$ cat src/hdl/rgbhsv_pkg.sv
package rgbhsv_pkg;

	localparam int COLOR_W   = 8;
	localparam int HUE_W     = 9;
	localparam int PCT_W     = 7;
	// hue numerator stays below 360 * 255
	localparam int HNUM_W    = 17;
	// saturation numerator is at most 100 * 255
	localparam int SNUM_W    = 15;
	// one quotient bit per divider stage
	localparam int DIV_STAGES = HUE_W;

	typedef enum logic [1:0] {
		SECT_RED,
		SECT_GREEN,
		SECT_BLUE
	} sector_t;

	// item state while it walks the divider stages
	typedef struct packed {
		logic [HNUM_W-1:0]  hnum;
		logic [COLOR_W-1:0] hden;
		logic [SNUM_W-1:0]  snum;
		logic [COLOR_W-1:0] sden;
		logic [HUE_W-1:0]   hq;
		logic [PCT_W-1:0]   sq;
		logic [PCT_W-1:0]   val;
	} div_stage_t;

endpackage

$ cat src/hdl/rgbhsv_div_pipe.sv
module rgbhsv_div_pipe
	import rgbhsv_pkg::*;
(
	input  logic       clk,
	input  logic       arst_n,
	input  logic       in_valid,
	output logic       in_ready,
	input  div_stage_t in_data,
	output logic       out_valid,
	input  logic       out_ready,
	output div_stage_t out_data
);

	div_stage_t               pipe_s [1:DIV_STAGES];
	logic [DIV_STAGES:1]      valid_s;
	logic [DIV_STAGES:1]      adv;

	for (genvar k = 1; k <= DIV_STAGES; k++) begin : g_stage
		localparam int BIT = DIV_STAGES - k;

		div_stage_t src;
		logic       src_valid;
		div_stage_t nxt;
		logic [HNUM_W-1:0] hden_sh;
		logic [SNUM_W-1:0] sden_sh;

		// pick the upstream register
		if (k == 1) begin : g_first
			assign src       = in_data;
			assign src_valid = in_valid;
		end else begin : g_mid
			assign src       = pipe_s[k-1];
			assign src_valid = valid_s[k-1];
		end

		// advance when empty or when the next stage moves
		if (k == DIV_STAGES) begin : g_last
			assign adv[k] = !valid_s[k] || out_ready;
		end else begin : g_chain
			assign adv[k] = !valid_s[k] || adv[k+1];
		end

		assign hden_sh = HNUM_W'(src.hden) << BIT;
		assign sden_sh = SNUM_W'(src.sden) << BIT;

		// one restoring step for hue, and for saturation on its low bits
		always_comb begin
			nxt = src;
			if (src.hnum >= hden_sh) begin
				nxt.hnum    = src.hnum - hden_sh;
				nxt.hq[BIT] = 1'b1;
			end
			if (BIT < PCT_W) begin
				if (src.snum >= sden_sh) begin
					nxt.snum = src.snum - sden_sh;
					nxt.sq[BIT % PCT_W] = 1'b1;
				end
			end
		end

		always_ff @(posedge clk or negedge arst_n) begin
			if (!arst_n) begin
				valid_s[k] <= 1'b0;
			end else if (adv[k]) begin
				valid_s[k] <= src_valid;
			end
		end

		always_ff @(posedge clk) begin
			if (adv[k] && src_valid) begin
				pipe_s[k] <= nxt;
			end
		end
	end

	assign in_ready  = adv[1];
	assign out_valid = valid_s[DIV_STAGES];
	assign out_data  = pipe_s[DIV_STAGES];

	// remainders end below their divisors
	a_rem_done: assert property (@(posedge clk) disable iff (!arst_n)
		valid_s[DIV_STAGES] |-> (pipe_s[DIV_STAGES].hnum < HNUM_W'(pipe_s[DIV_STAGES].hden))
			&& (pipe_s[DIV_STAGES].snum < SNUM_W'(pipe_s[DIV_STAGES].sden)))
		else $error("divider remainder not reduced");

	// saturation quotient fits in its skipped-top-bit range on entry
	a_sat_fits: assert property (@(posedge clk) disable iff (!arst_n)
		(in_valid && adv[1]) |->
			(in_data.snum < (SNUM_W'(in_data.sden) << PCT_W)))
		else $error("saturation quotient overflows");

	// hold a blocked output item steady
	a_out_hold: assert property (@(posedge clk) disable iff (!arst_n)
		(out_valid && !out_ready) |=> (out_valid && $stable(out_data)))
		else $error("blocked output item changed");

endmodule

$ cat src/hdl/rgb_to_hsv_converter.sv
// RGB to HSV converter. Takes one 8-bit red/green/blue item per clock while
// not stalled and returns hue in whole degrees (0-359) plus saturation and
// brightness in percent (0-100), all rounded down; black and gray inputs give
// hue 0 and saturation 0. The pipeline accepts a new item every cycle unless
// stalled and has eleven register stages: one stage finds max, min and the
// sector, one forms the numerators and brightness, and nine restoring divider
// stages resolve one quotient bit each. The first stage loads at the accepting
// edge, and out_valid rises once the item reaches the last divider stage.
// Backpressure on out_ready stalls only stages that are full, so bubbles are
// squeezed out.
module rgb_to_hsv_converter
	import rgbhsv_pkg::*;
(
	input  logic               clk,
	input  logic               arst_n,
	input  logic               in_valid,
	output logic               in_ready,
	input  logic [COLOR_W-1:0] red,
	input  logic [COLOR_W-1:0] green,
	input  logic [COLOR_W-1:0] blue,
	output logic               out_valid,
	input  logic               out_ready,
	output logic [HUE_W-1:0]   hue,
	output logic [PCT_W-1:0]   saturation,
	output logic [PCT_W-1:0]   brightness
);

	logic                       valid_s1;
	logic [COLOR_W-1:0]         mx_s1;
	logic [COLOR_W-1:0]         d_s1;
	logic signed [COLOR_W:0]    diff_s1;
	sector_t                    sect_s1;

	logic                       valid_s2;
	div_stage_t                 data_s2;

	logic                       en_s1;
	logic                       en_s2;
	logic                       div_ready;
	div_stage_t                 div_out;

	logic [COLOR_W-1:0]         mx;
	logic [COLOR_W-1:0]         mn;
	sector_t                    sect;
	logic signed [COLOR_W:0]    diff;

	localparam int ACC_W = HNUM_W + 2;
	logic signed [ACC_W-1:0]    d_x;
	logic signed [ACC_W-1:0]    diff_x;
	logic signed [ACC_W-1:0]    base;
	logic signed [ACC_W-1:0]    hacc;
	logic [SNUM_W-1:0]          vscaled;
	logic [SNUM_W-1:0]          vsum;
	div_stage_t                 nxt_s2;

	// stall chain, back from the divider
	assign en_s2    = !valid_s2 || div_ready;
	assign en_s1    = !valid_s1 || en_s2;
	assign in_ready = en_s1;

	// find max, min and the sector of the largest component
	always_comb begin
		mx = red;
		mn = red;
		if (green > mx) mx = green;
		if (blue > mx) mx = blue;
		if (green < mn) mn = green;
		if (blue < mn) mn = blue;
		if (mx == red) begin
			sect = SECT_RED;
			diff = signed'({1'b0, green}) - signed'({1'b0, blue});
		end else if (mx == green) begin
			sect = SECT_GREEN;
			diff = signed'({1'b0, blue}) - signed'({1'b0, red});
		end else begin
			sect = SECT_BLUE;
			diff = signed'({1'b0, red}) - signed'({1'b0, green});
		end
	end

	always_ff @(posedge clk or negedge arst_n) begin
		if (!arst_n) begin
			valid_s1 <= 1'b0;
		end else if (en_s1) begin
			valid_s1 <= in_valid;
		end
	end

	always_ff @(posedge clk) begin
		if (en_s1 && in_valid) begin
			mx_s1   <= mx;
			d_s1    <= mx - mn;
			diff_s1 <= diff;
			sect_s1 <= sect;
		end
	end

	// form numerators and brightness; force a zero divide to 0/1
	always_comb begin
		d_x    = signed'({{(ACC_W-COLOR_W){1'b0}}, d_s1});
		diff_x = ACC_W'(diff_s1);
		case (sect_s1)
			SECT_RED:   base = (diff_s1 < 0) ? d_x * ACC_W'(360) : '0;
			SECT_GREEN: base = d_x * ACC_W'(120);
			SECT_BLUE:  base = d_x * ACC_W'(240);
			default:    base = '0;
		endcase
		hacc = base + diff_x * ACC_W'(60);

		// x / 255 as (x + (x >> 8) + 1) >> 8, exact for x below 65535
		vscaled = SNUM_W'(mx_s1) * SNUM_W'(100);
		vsum    = vscaled + (vscaled >> 8) + SNUM_W'(1);

		nxt_s2.hq  = '0;
		nxt_s2.sq  = '0;
		nxt_s2.val = vsum[8 +: PCT_W];
		if (d_s1 == '0) begin
			nxt_s2.hnum = '0;
			nxt_s2.hden = COLOR_W'(1);
			nxt_s2.snum = '0;
			nxt_s2.sden = COLOR_W'(1);
		end else begin
			nxt_s2.hnum = hacc[HNUM_W-1:0];
			nxt_s2.hden = d_s1;
			nxt_s2.snum = SNUM_W'(d_s1) * SNUM_W'(100);
			nxt_s2.sden = mx_s1;
		end
	end

	always_ff @(posedge clk or negedge arst_n) begin
		if (!arst_n) begin
			valid_s2 <= 1'b0;
		end else if (en_s2) begin
			valid_s2 <= valid_s1;
		end
	end

	always_ff @(posedge clk) begin
		if (en_s2 && valid_s1) begin
			data_s2 <= nxt_s2;
		end
	end

	rgbhsv_div_pipe u_div (
		.clk       (clk),
		.arst_n    (arst_n),
		.in_valid  (valid_s2),
		.in_ready  (div_ready),
		.in_data   (data_s2),
		.out_valid (out_valid),
		.out_ready (out_ready),
		.out_data  (div_out)
	);

	assign hue        = div_out.hq;
	assign saturation = div_out.sq;
	assign brightness = div_out.val;

	// hue stays below a full turn
	a_hue_range: assert property (@(posedge clk) disable iff (!arst_n)
		out_valid |-> (hue < HUE_W'(360)))
		else $error("hue out of range");

	// percentages stay at or below 100
	a_pct_range: assert property (@(posedge clk) disable iff (!arst_n)
		out_valid |-> (saturation <= PCT_W'(100)) && (brightness <= PCT_W'(100)))
		else $error("percentage out of range");

	// input stalls only when the output is holding an item
	a_stall_cause: assert property (@(posedge clk) disable iff (!arst_n)
		!in_ready |-> (out_valid && !out_ready))
		else $error("stall without a blocked output");

endmodule

$ cat config.mk
export PLATFORM = sky130hd
export DESIGN_NAME = rgb_to_hsv_converter
export DESIGN_NICKNAME = d
export VERILOG_FILES = /design/src/hdl/rgbhsv_pkg.sv /design/src/hdl/rgbhsv_div_pipe.sv /design/src/hdl/rgb_to_hsv_converter.sv
export SDC_FILE = /design/constraint.sdc
export NUM_CORES = 1
export LEC_CHECK = 0
export BUFFER_PORTS_ARGS = -buffer_cell sky130_fd_sc_hd__buf_2
export CAP_MARGIN = 40
export CORE_UTILIZATION = 64
export CTS_BUF_LIST = sky130_fd_sc_hd__clkbuf_4 sky130_fd_sc_hd__clkbuf_8 sky130_fd_sc_hd__clkbuf_16
export CTS_CLUSTER_SIZE = 40
export DETAILED_ROUTE_END_ITERATION = 16
export PLACE_DENSITY = 0.81
export SETUP_SLACK_MARGIN = 0.4
export SYNTH_ARGS = -nofsm -noshare
export SYNTH_HDL_FRONTEND = slang
export SYNTH_SLANG_ARGS = --single-unit
$ cat constraint.sdc
create_clock -name clk -period 7.25 [get_ports clk]
set_input_delay 1.45 -clock clk [delete_from_list [all_inputs] [get_ports clk]]
set_output_delay 1.45 -clock clk [all_outputs]
set_load 0.1 [all_outputs]
==> results of run 1 <==
-- worst paths after layout --
check	slack [ps]	endpoint	cells past startpoint	start
min in group asynchronous	730	u_div.g_stage[6].src_valid	1	arst_n
max reg2reg	2040	data_s2[70]	21	d_s1[3]
max	850	diff_s1[1]	19	green[2]
min	410	u_div.pipe_s[0][72]	0	data_s2[1]
max in group asynchronous	6310	valid_s2	1	arst_n
min reg2reg	410	u_div.pipe_s[0][72]	0	data_s2[1]
-- Yosys cell counts, types with 10 or more instances --
cell                         n  area, sq um
sky130_fd_sc_hd__a21boi_0   28          210
sky130_fd_sc_hd__a21o_1     52          390
sky130_fd_sc_hd__a21oi_1   174          871
sky130_fd_sc_hd__a31oi_1    12         75.1
sky130_fd_sc_hd__and2_1     30          188
sky130_fd_sc_hd__and3_1     13         81.3
sky130_fd_sc_hd__clkbuf_1   28          105
sky130_fd_sc_hd__dfrtp_1    11          275
sky130_fd_sc_hd__edfxtp_1  557        16700
sky130_fd_sc_hd__fa_1       59         1180
sky130_fd_sc_hd__ha_1      308         3850
sky130_fd_sc_hd__inv_1     373         1400
sky130_fd_sc_hd__mux2_2     10          113
sky130_fd_sc_hd__mux2i_1    17          170
sky130_fd_sc_hd__nand2_1   135          507
sky130_fd_sc_hd__nand2b_1   49          307
sky130_fd_sc_hd__nand3_1    38          190
sky130_fd_sc_hd__nand4_1    29          181
sky130_fd_sc_hd__nor2_1    182          683
sky130_fd_sc_hd__nor2b_1    58          363
sky130_fd_sc_hd__nor3_1     54          270
sky130_fd_sc_hd__nor4_1     21          131
sky130_fd_sc_hd__o21a_1     16          120
sky130_fd_sc_hd__o21ai_0   153          766
sky130_fd_sc_hd__o21bai_1   21          158
sky130_fd_sc_hd__o31ai_1    24          180
sky130_fd_sc_hd__or2_2      10         62.6
sky130_fd_sc_hd__xnor2_1   128         1120
sky130_fd_sc_hd__xor2_1     69          604
-- final cells by class --
class                      instances  share of cell area
clock buffer                      68              0.0417
clock inverter                    29             0.00923
inverter                         374              0.0395
multi-input combinational       1819               0.393
sequential                       568               0.479
tap                              672              0.0237
timing repair buffer              77              0.0139
-- per-stage QoR --
step | area [sq um] | utilization | hold WS (ps) | worst slack (ps) | std cells
6_report | 35500 | 0.708 | 408 | 846 | 3607
5_1_grt | 35500 | 0.708 | 404 | 504 | 3607
4_1_cts | 35500 | 0.708 | 405 | 932 | 3606
3_5_place_dp | 33700 | 0.672 | 405 | 319 | 3509
3_3_place_gp | 33600 | 0.670 | 400 | 347 | 3502
2_1_floorplan | 32600 | - | 400 | 859 | 2805
-- critical path, delay by kind of cell --
family	cells	cell delay [ps]
buf+inv	3	590
simple gates	5	2020
compound gates	9	2020
fa+ha+maj	2	610
-- metal layers --
metal / vias to the layer above / track usage / wire [microns]
li1: 10200 / - / -
met1: 9809 / 0.265 / 23600
met2: 428 / 0.466 / 32700
met3: 121 / 0.0323 / 1940
met4: 0 / 0.0784 / 1710
met5: - / 0 / 0
-- kinds of logic (layout without fill, tap and decap cells) --
kind of cell,Yosys count,in the layout,synth area share
AO/OA/AOI/OAI,545,545,0.103
multiplexers,27,27,0.00868
flip-flops,568,568,0.522
AND/OR/NAND/NOR,682,682,0.107
buffers and inverters,418,548,0.0506
XOR/XNOR,197,197,0.0530
adder cells (fa/ha/maj),368,368,0.155
-- registers in the layout, indices dropped and copies added, names as in the netlist --
name and count:
u_div.pipe_s 481, data_s2 49, diff_s1 9, d_s1 8, mx_s1 8, u_div.g_stage.src_valid 8
sect_s1 2, u_div.out_valid 1, valid_s1 1, valid_s2 1
==> impl_metrics.prom, run 1 <==
# TYPE chip_impl_metric gauge
chip_impl_info{name="ctsRootBufferMaster",value="sky130_fd_sc_hd__clkbuf_16"} 1
chip_impl_metric{name="numCtsBuffers",unit=""} 53
chip_impl_metric{name="post-cts-setup-buffers",unit=""} 0
chip_impl_metric{name="worst_clock_skew",unit="ps"} 11.5
chip_impl_metric{name="layout.nets",unit=""} 3288
chip_impl_metric{name="ff_latch_area",unit="sq um"} 17000
chip_impl_metric{name="synth_area",unit="sq um"} 32600
chip_impl_metric{name="clk_latency_worst_skew_pair",unit="ps"} 590
chip_impl_metric{name="crit_path_max_fanout",unit=""} 11
chip_impl_metric{name="floorplan.initialDensity",unit=""} 0.649
chip_impl_info{name="ys.flop_type",value="sky130_fd_sc_hd__edfxtp_1"} 1
chip_impl_metric{name="clock.fmax",unit="MHz"} 156
chip_impl_metric{name="buffer_levels_on_the_longest_clock_path",unit=""} 3
chip_impl_metric{name="clk_transition_reported_paths",unit="ps"} 60
chip_impl_metric{name="wire_per_inst",unit="microns"} 16.6
chip_impl_info{name="timing.hold.worst.class",value="register to register"} 1
chip_impl_info{name="slowest_stage",value="sky130_fd_sc_hd__or4_4"} 1
chip_impl_metric{name="detail-route-antenna-nets",unit=""} 0
chip_impl_metric{name="synth_async_reset_ratio",unit=""} 0.0194
chip_impl_metric{name="share_of_cells_above_drive_strength_1",unit=""} 0.0726
chip_impl_metric{name="numPortBuffers",unit=""} 52
chip_impl_metric{name="min_period_over_period",unit=""} 0.883
chip_impl_metric{name="wirelength",unit="microns"} 60000
chip_impl_info{name="worst_setup_path_end_kind",value="register"} 1
chip_impl_metric{name="placeableCoreArea",unit="sq um"} 50200
chip_impl_metric{name="ctsResizeCount",unit=""} 0
chip_impl_metric{name="floorplan.rows",unit=""} 82
chip_impl_info{name="cp-start-kind",value="input port"} 1
chip_impl_metric{name="htreeDepth",unit=""} 2
chip_impl_metric{name="worst-endpoint-required",unit="ps"} 7590
chip_impl_info{name="worst-setup-path-type",value="input port to register"} 1
chip_impl_info{name="outcome",value="completed"} 1
chip_impl_metric{name="drt_pass1_iterations",unit=""} 5
chip_impl_metric{name="post_cts_hold_buffer_count",unit=""} 0
chip_impl_metric{name="nFillCells",unit=""} 3289
chip_impl_metric{name="global_route.overflow_total",unit=""} 0
chip_impl_metric{name="slew_violations",unit=""} 0
chip_impl_metric{name="worst_ep_arrival_time",unit="ps"} 6740
chip_impl_metric{name="grt_pass1_vias",unit=""} 21000
chip_impl_metric{name="antenna_found_initial",unit=""} 0
chip_impl_metric{name="ys_ff_latch",unit=""} 568
chip_impl_metric{name="height_of_the_die",unit="microns"} 228
chip_impl_metric{name="tightestPinTransition",unit="ps"} 822
chip_impl_metric{name="finalWorstPathRequiredPeriod",unit="ps"} 6400
chip_impl_metric{name="routed-via-count",unit=""} 20500
chip_impl_metric{name="yosysSeqAreaShare",unit=""} 0.522
chip_impl_metric{name="syn_area_per_cell",unit="sq um"} 11.6
chip_impl_metric{name="drcViolationCount",unit=""} 0
chip_impl_metric{name="global_route.usage.total",unit=""} 0.239
chip_impl_metric{name="clock_sinks",unit=""} 568
chip_impl_metric{name="cap_violations",unit=""} 0
chip_impl_metric{name="critical_path.max_stage_delay",unit="ps"} 590
chip_impl_metric{name="diodes",unit=""} 0
chip_impl_metric{name="yosys_warnings",unit=""} 0
chip_impl_info{name="layout.cells.most_common_list",value="557 x sky130_fd_sc_hd__edfxtp_1, 373 x sky130_fd_sc_hd__inv_1, 308 x sky130_fd_sc_hd__ha_1, 182 x sky130_fd_sc_hd__nor2_1, 174 x sky130_fd_sc_hd__a21oi_1"} 1
chip_impl_metric{name="die_area",unit="sq um"} 51800
chip_impl_info{name="cts_tree",value="built"} 1
chip_impl_metric{name="flow.area_growth_from_synthesis",unit="%"} 9.05
chip_impl_metric{name="maximum_number_of_pins_on_one_net_before_global_route_repair",unit=""} 68
chip_impl_metric{name="number_of_enable_type_register_cells_in_the_synthesized_netlist",unit=""} 557
chip_impl_metric{name="timing.max_slew.rel_slack",unit=""} 0.438
chip_impl_metric{name="fin_tns_setup",unit="ps"} 0
chip_impl_metric{name="grt_first_pass_wirelength",unit="microns"} 98600
chip_impl_info{name="rsz0062_at_grt",value="no"} 1
chip_impl_metric{name="hold_viol_final",unit=""} 0
chip_impl_metric{name="setup_violations",unit=""} 0
chip_impl_metric{name="postSynthNetCount",unit=""} 3200
chip_impl_metric{name="dp_hpwl",unit="microns"} 46000
chip_impl_metric{name="global_placement_routability_congestion",unit=""} 0.945
chip_impl_metric{name="multiInputGateArea",unit="sq um"} 14000
chip_impl_info{name="most_common_library_cell_in_the_layout_ignoring_fill_and_taps",value="sky130_fd_sc_hd__edfxtp_1"} 1
chip_impl_metric{name="drt-initial-drc-count",unit=""} 1131
chip_impl_metric{name="synth.lib_cells_used.distinct",unit=""} 84
chip_impl_metric{name="num_io_pins",unit=""} 53
chip_impl_metric{name="synthesis.instances",unit=""} 2805
chip_impl_metric{name="die_x",unit="microns"} 228
chip_impl_info{name="critical_path_cell_by_cell",value="buf_2 -> inv_1 -> ha_1 -> a21oi_1 -> a211oi_2 -> or2_0 -> buf_4 -> o21ai_0 -> ha_1 -> nand2b_1 -> a221oi_1 -> o21ai_0 -> o2111ai_2 -> a21boi_4 -> o21a_1 -> or4b_1 -> or4_4 -> or2_0 -> a31o_1"} 1
chip_impl_metric{name="detail_route.vias_per_cell",unit=""} 5.69
Power of run 1 is left out: the tool's default activity adds up to more than one toggle a clock period on the data nets, which glitch-free logic cannot reach.
==> run 2, diff against run 1 <==
Settings changed: BUFFER_PORTS_ARGS -buffer_cell sky130_fd_sc_hd__buf_2 to -buffer_cell sky130_fd_sc_hd__clkbuf_2, PLACE_DENSITY 0.81 to unset, PLACE_DENSITY_LB_ADDON set to 0.3.
==> run 2 against run 1 <==
Non-clock buffer count is 1 lower. Via count is 1.1% higher. Sequential cell count stayed put. Setup slack worse by 45 ps. Clock skew is 8.2 ps higher. Design area is 0.42% higher. Highest routed layer unchanged. Cell count hardly changed. Critical path type unchanged. Global-route usage is 0.20 points higher. Die area stayed put. Sequential share of layout area is 0.20 points lower.
==> impl_metrics.prom, run 2 (synthesized netlist as in run 1, its figures left out) <==
# TYPE chip_impl_metric gauge
chip_impl_metric{name="floorplan.initialDensity",unit=""} 0.649
chip_impl_metric{name="share_of_cells_above_drive_strength_1",unit=""} 0.0745
chip_impl_metric{name="detail_route.vias_per_cell",unit=""} 5.74
chip_impl_info{name="critical_path_cell_by_cell",value="clkbuf_2 -> inv_1 -> ha_1 -> a21oi_1 -> a211oi_2 -> or2_0 -> nor2_1 -> a21oi_1 -> ha_1 -> a21o_1 -> a21o_1 -> a21oi_2 -> o2111ai_2 -> a221oi_2 -> nor3_1 -> or4b_1 -> or4_4 -> or2_0 -> a31o_1"} 1
chip_impl_metric{name="floorplan.rows",unit=""} 82
chip_impl_metric{name="multiInputGateArea",unit="sq um"} 14000
chip_impl_metric{name="grt_first_pass_wirelength",unit="microns"} 99000
chip_impl_metric{name="global_route.usage.total",unit=""} 0.241
chip_impl_metric{name="global_placement_routability_congestion",unit=""} 0.943
chip_impl_metric{name="clock.fmax",unit="MHz"} 155
chip_impl_metric{name="critical_path_buf_inv_count",unit=""} 2
chip_impl_metric{name="path_depth",unit=""} 19
chip_impl_metric{name="dp_hpwl",unit="microns"} 46400
chip_impl_metric{name="post-cts-setup-buffers",unit=""} 0
chip_impl_metric{name="tightestPinTransition",unit="ps"} 946
chip_impl_metric{name="hold_depth",unit=""} 0
chip_impl_metric{name="diodes",unit=""} 0
chip_impl_info{name="timing.hold.worst.class",value="register to register"} 1
chip_impl_info{name="startpoint",value="green[2]"} 1
chip_impl_metric{name="grt_pass1_vias",unit=""} 21300
chip_impl_info{name="slowest_stage",value="sky130_fd_sc_hd__or4_4"} 1
chip_impl_metric{name="max_ffs_per_register",unit=""} 481
chip_impl_metric{name="routed-via-count",unit=""} 20700
chip_impl_metric{name="maximum_number_of_pins_on_one_net_before_global_route_repair",unit=""} 68
chip_impl_metric{name="drcViolationCount",unit=""} 0
chip_impl_metric{name="ff_latch_area",unit="sq um"} 17000
chip_impl_metric{name="post_cts_hold_buffer_count",unit=""} 0
chip_impl_metric{name="min_period_over_period",unit=""} 0.889
chip_impl_metric{name="detail-route-antenna-nets",unit=""} 0
chip_impl_info{name="register_with_the_most_flip_flops",value="u_div.pipe_s"} 1
chip_impl_metric{name="numCtsBuffers",unit=""} 54
chip_impl_metric{name="buffer_levels_on_the_longest_clock_path",unit=""} 3
chip_impl_metric{name="clock_sinks",unit=""} 568
chip_impl_info{name="crit_family",value="compound AO/OA/AOI/OAI gates"} 1
chip_impl_metric{name="hold-worst-slack",unit="ps"} 407
chip_impl_info{name="timing.hold.worst.start",value="u_div.pipe_s[0][142]"} 1
chip_impl_info{name="layout.cells.most_common_list",value="557 x sky130_fd_sc_hd__edfxtp_1, 373 x sky130_fd_sc_hd__inv_1, 308 x sky130_fd_sc_hd__ha_1, 182 x sky130_fd_sc_hd__nor2_1, 174 x sky130_fd_sc_hd__a21oi_1"} 1
chip_impl_metric{name="placeableCoreArea",unit="sq um"} 50200
chip_impl_metric{name="critical_path.max_stage_delay",unit="ps"} 590
chip_impl_metric{name="numPortBuffers",unit=""} 52
chip_impl_info{name="rsz0062_at_grt",value="no"} 1
chip_impl_metric{name="global_route.overflow_total",unit=""} 0
chip_impl_info{name="ctsRootBufferMaster",value="sky130_fd_sc_hd__clkbuf_16"} 1
chip_impl_info{name="critical_path.reg2reg.startpoint",value="d_s1[3]"} 1
chip_impl_info{name="cts_tree",value="built"} 1
chip_impl_metric{name="worst_clock_skew",unit="ps"} 19.7
chip_impl_info{name="largestRegisters",value="u_div.pipe_s (481), data_s2 (49), diff_s1 (9)"} 1
chip_impl_metric{name="flow.area_growth_from_synthesis",unit="%"} 9.50
chip_impl_metric{name="drt-initial-drc-count",unit=""} 1150
chip_impl_metric{name="slew_violations",unit=""} 0
chip_impl_metric{name="drt_pass1_iterations",unit=""} 6
chip_impl_info{name="worst-setup-path-type",value="input port to register"} 1
chip_impl_metric{name="wirelength",unit="microns"} 60200
chip_impl_metric{name="ctsResizeCount",unit=""} 0
chip_impl_metric{name="die_area",unit="sq um"} 51800
chip_impl_metric{name="cap_violations",unit=""} 0
chip_impl_metric{name="clk_latency_worst_skew_pair",unit="ps"} 610
chip_impl_metric{name="die_x",unit="microns"} 228
chip_impl_metric{name="crit_path_max_fanout",unit=""} 11
chip_impl_info{name="cp-start-kind",value="input port"} 1
chip_impl_metric{name="worstRegToRegCells",unit=""} 21
chip_impl_metric{name="timing.max_slew.rel_slack",unit=""} 0.362
chip_impl_info{name="outcome",value="completed"} 1
chip_impl_metric{name="layout.nets",unit=""} 3288
chip_impl_info{name="worst_setup_path_end_kind",value="register"} 1
chip_impl_metric{name="height_of_the_die",unit="microns"} 228
chip_impl_metric{name="antenna_found_initial",unit=""} 0
chip_impl_metric{name="setup_violations",unit=""} 0
chip_impl_metric{name="num_io_pins",unit=""} 53
chip_impl_metric{name="wire_per_inst",unit="microns"} 16.7
chip_impl_metric{name="fin_tns_setup",unit="ps"} 0
chip_impl_info{name="most_common_library_cell_in_the_layout_ignoring_fill_and_taps",value="sky130_fd_sc_hd__edfxtp_1"} 1
chip_impl_metric{name="worst-endpoint-required",unit="ps"} 7600
chip_impl_metric{name="worst_ep_arrival_time",unit="ps"} 6800
chip_impl_metric{name="nFillCells",unit=""} 3327
chip_impl_metric{name="clk_transition_reported_paths",unit="ps"} 60
chip_impl_metric{name="finalWorstPathRequiredPeriod",unit="ps"} 6450
chip_impl_metric{name="htreeDepth",unit=""} 2
chip_impl_metric{name="hold_viol_final",unit=""} 0
## run 2: cell count changes in the layout (fill, tap and decap cells not counted), moves of 2 or more
cell                         change
sky130_fd_sc_hd__buf_2          -52
sky130_fd_sc_hd__clkinv_2        +2
sky130_fd_sc_hd__inv_6           +2
sky130_fd_sc_hd__clkinvlp_4      +2
sky130_fd_sc_hd__bufinv_16       +6
sky130_fd_sc_hd__clkbuf_8        -4
sky130_fd_sc_hd__clkinv_1        -3
sky130_fd_sc_hd__clkbuf_2       +51
## run 2: worst paths after layout
path	endpoint	slack, ps
max	diff_s1[1]	800
min	u_div.pipe_s[0][213]	410
max reg2reg	data_s2[70]	2080
min reg2reg	u_div.pipe_s[0][213]	410
max in group asynchronous	u_div.g_stage[2].src_valid	6320
min in group asynchronous	u_div.g_stage[3].src_valid	710
## run 2: layout make-up
class	instances	area share
multi-input combinational	1819	0.392
timing repair buffer	76	0.0134
clock inverter	37	0.0149
clock buffer	64	0.0405
tap	672	0.0236
inverter	374	0.0394
sequential	568	0.477
## run 2: metal layers
metal,global-route usage,wire [microns],part of all wire,vias up
met5,0,0,0,-
met3,0.0323,2120,0.035,162
met4,0.106,2500,0.041,0
met1,0.257,23200,0.39,9926
li1,-,-,-,10200
met2,0.469,32400,0.54,480
## run 2: through the flow
step / utilization / instances / setup slack (ps) / cell area [sq um]
CTS: 0.711 / 3610 / 876 / 35700
global placement: 0.670 / 3504 / 282 / 33600
finish: 0.711 / 3610 / 801 / 35700
detailed placement: 0.672 / 3509 / 267 / 33700
global route: 0.711 / 3610 / 500 / 35700
floorplan: - / 2805 / 859 / 32600
Power of run 2 is left out for the same reason.
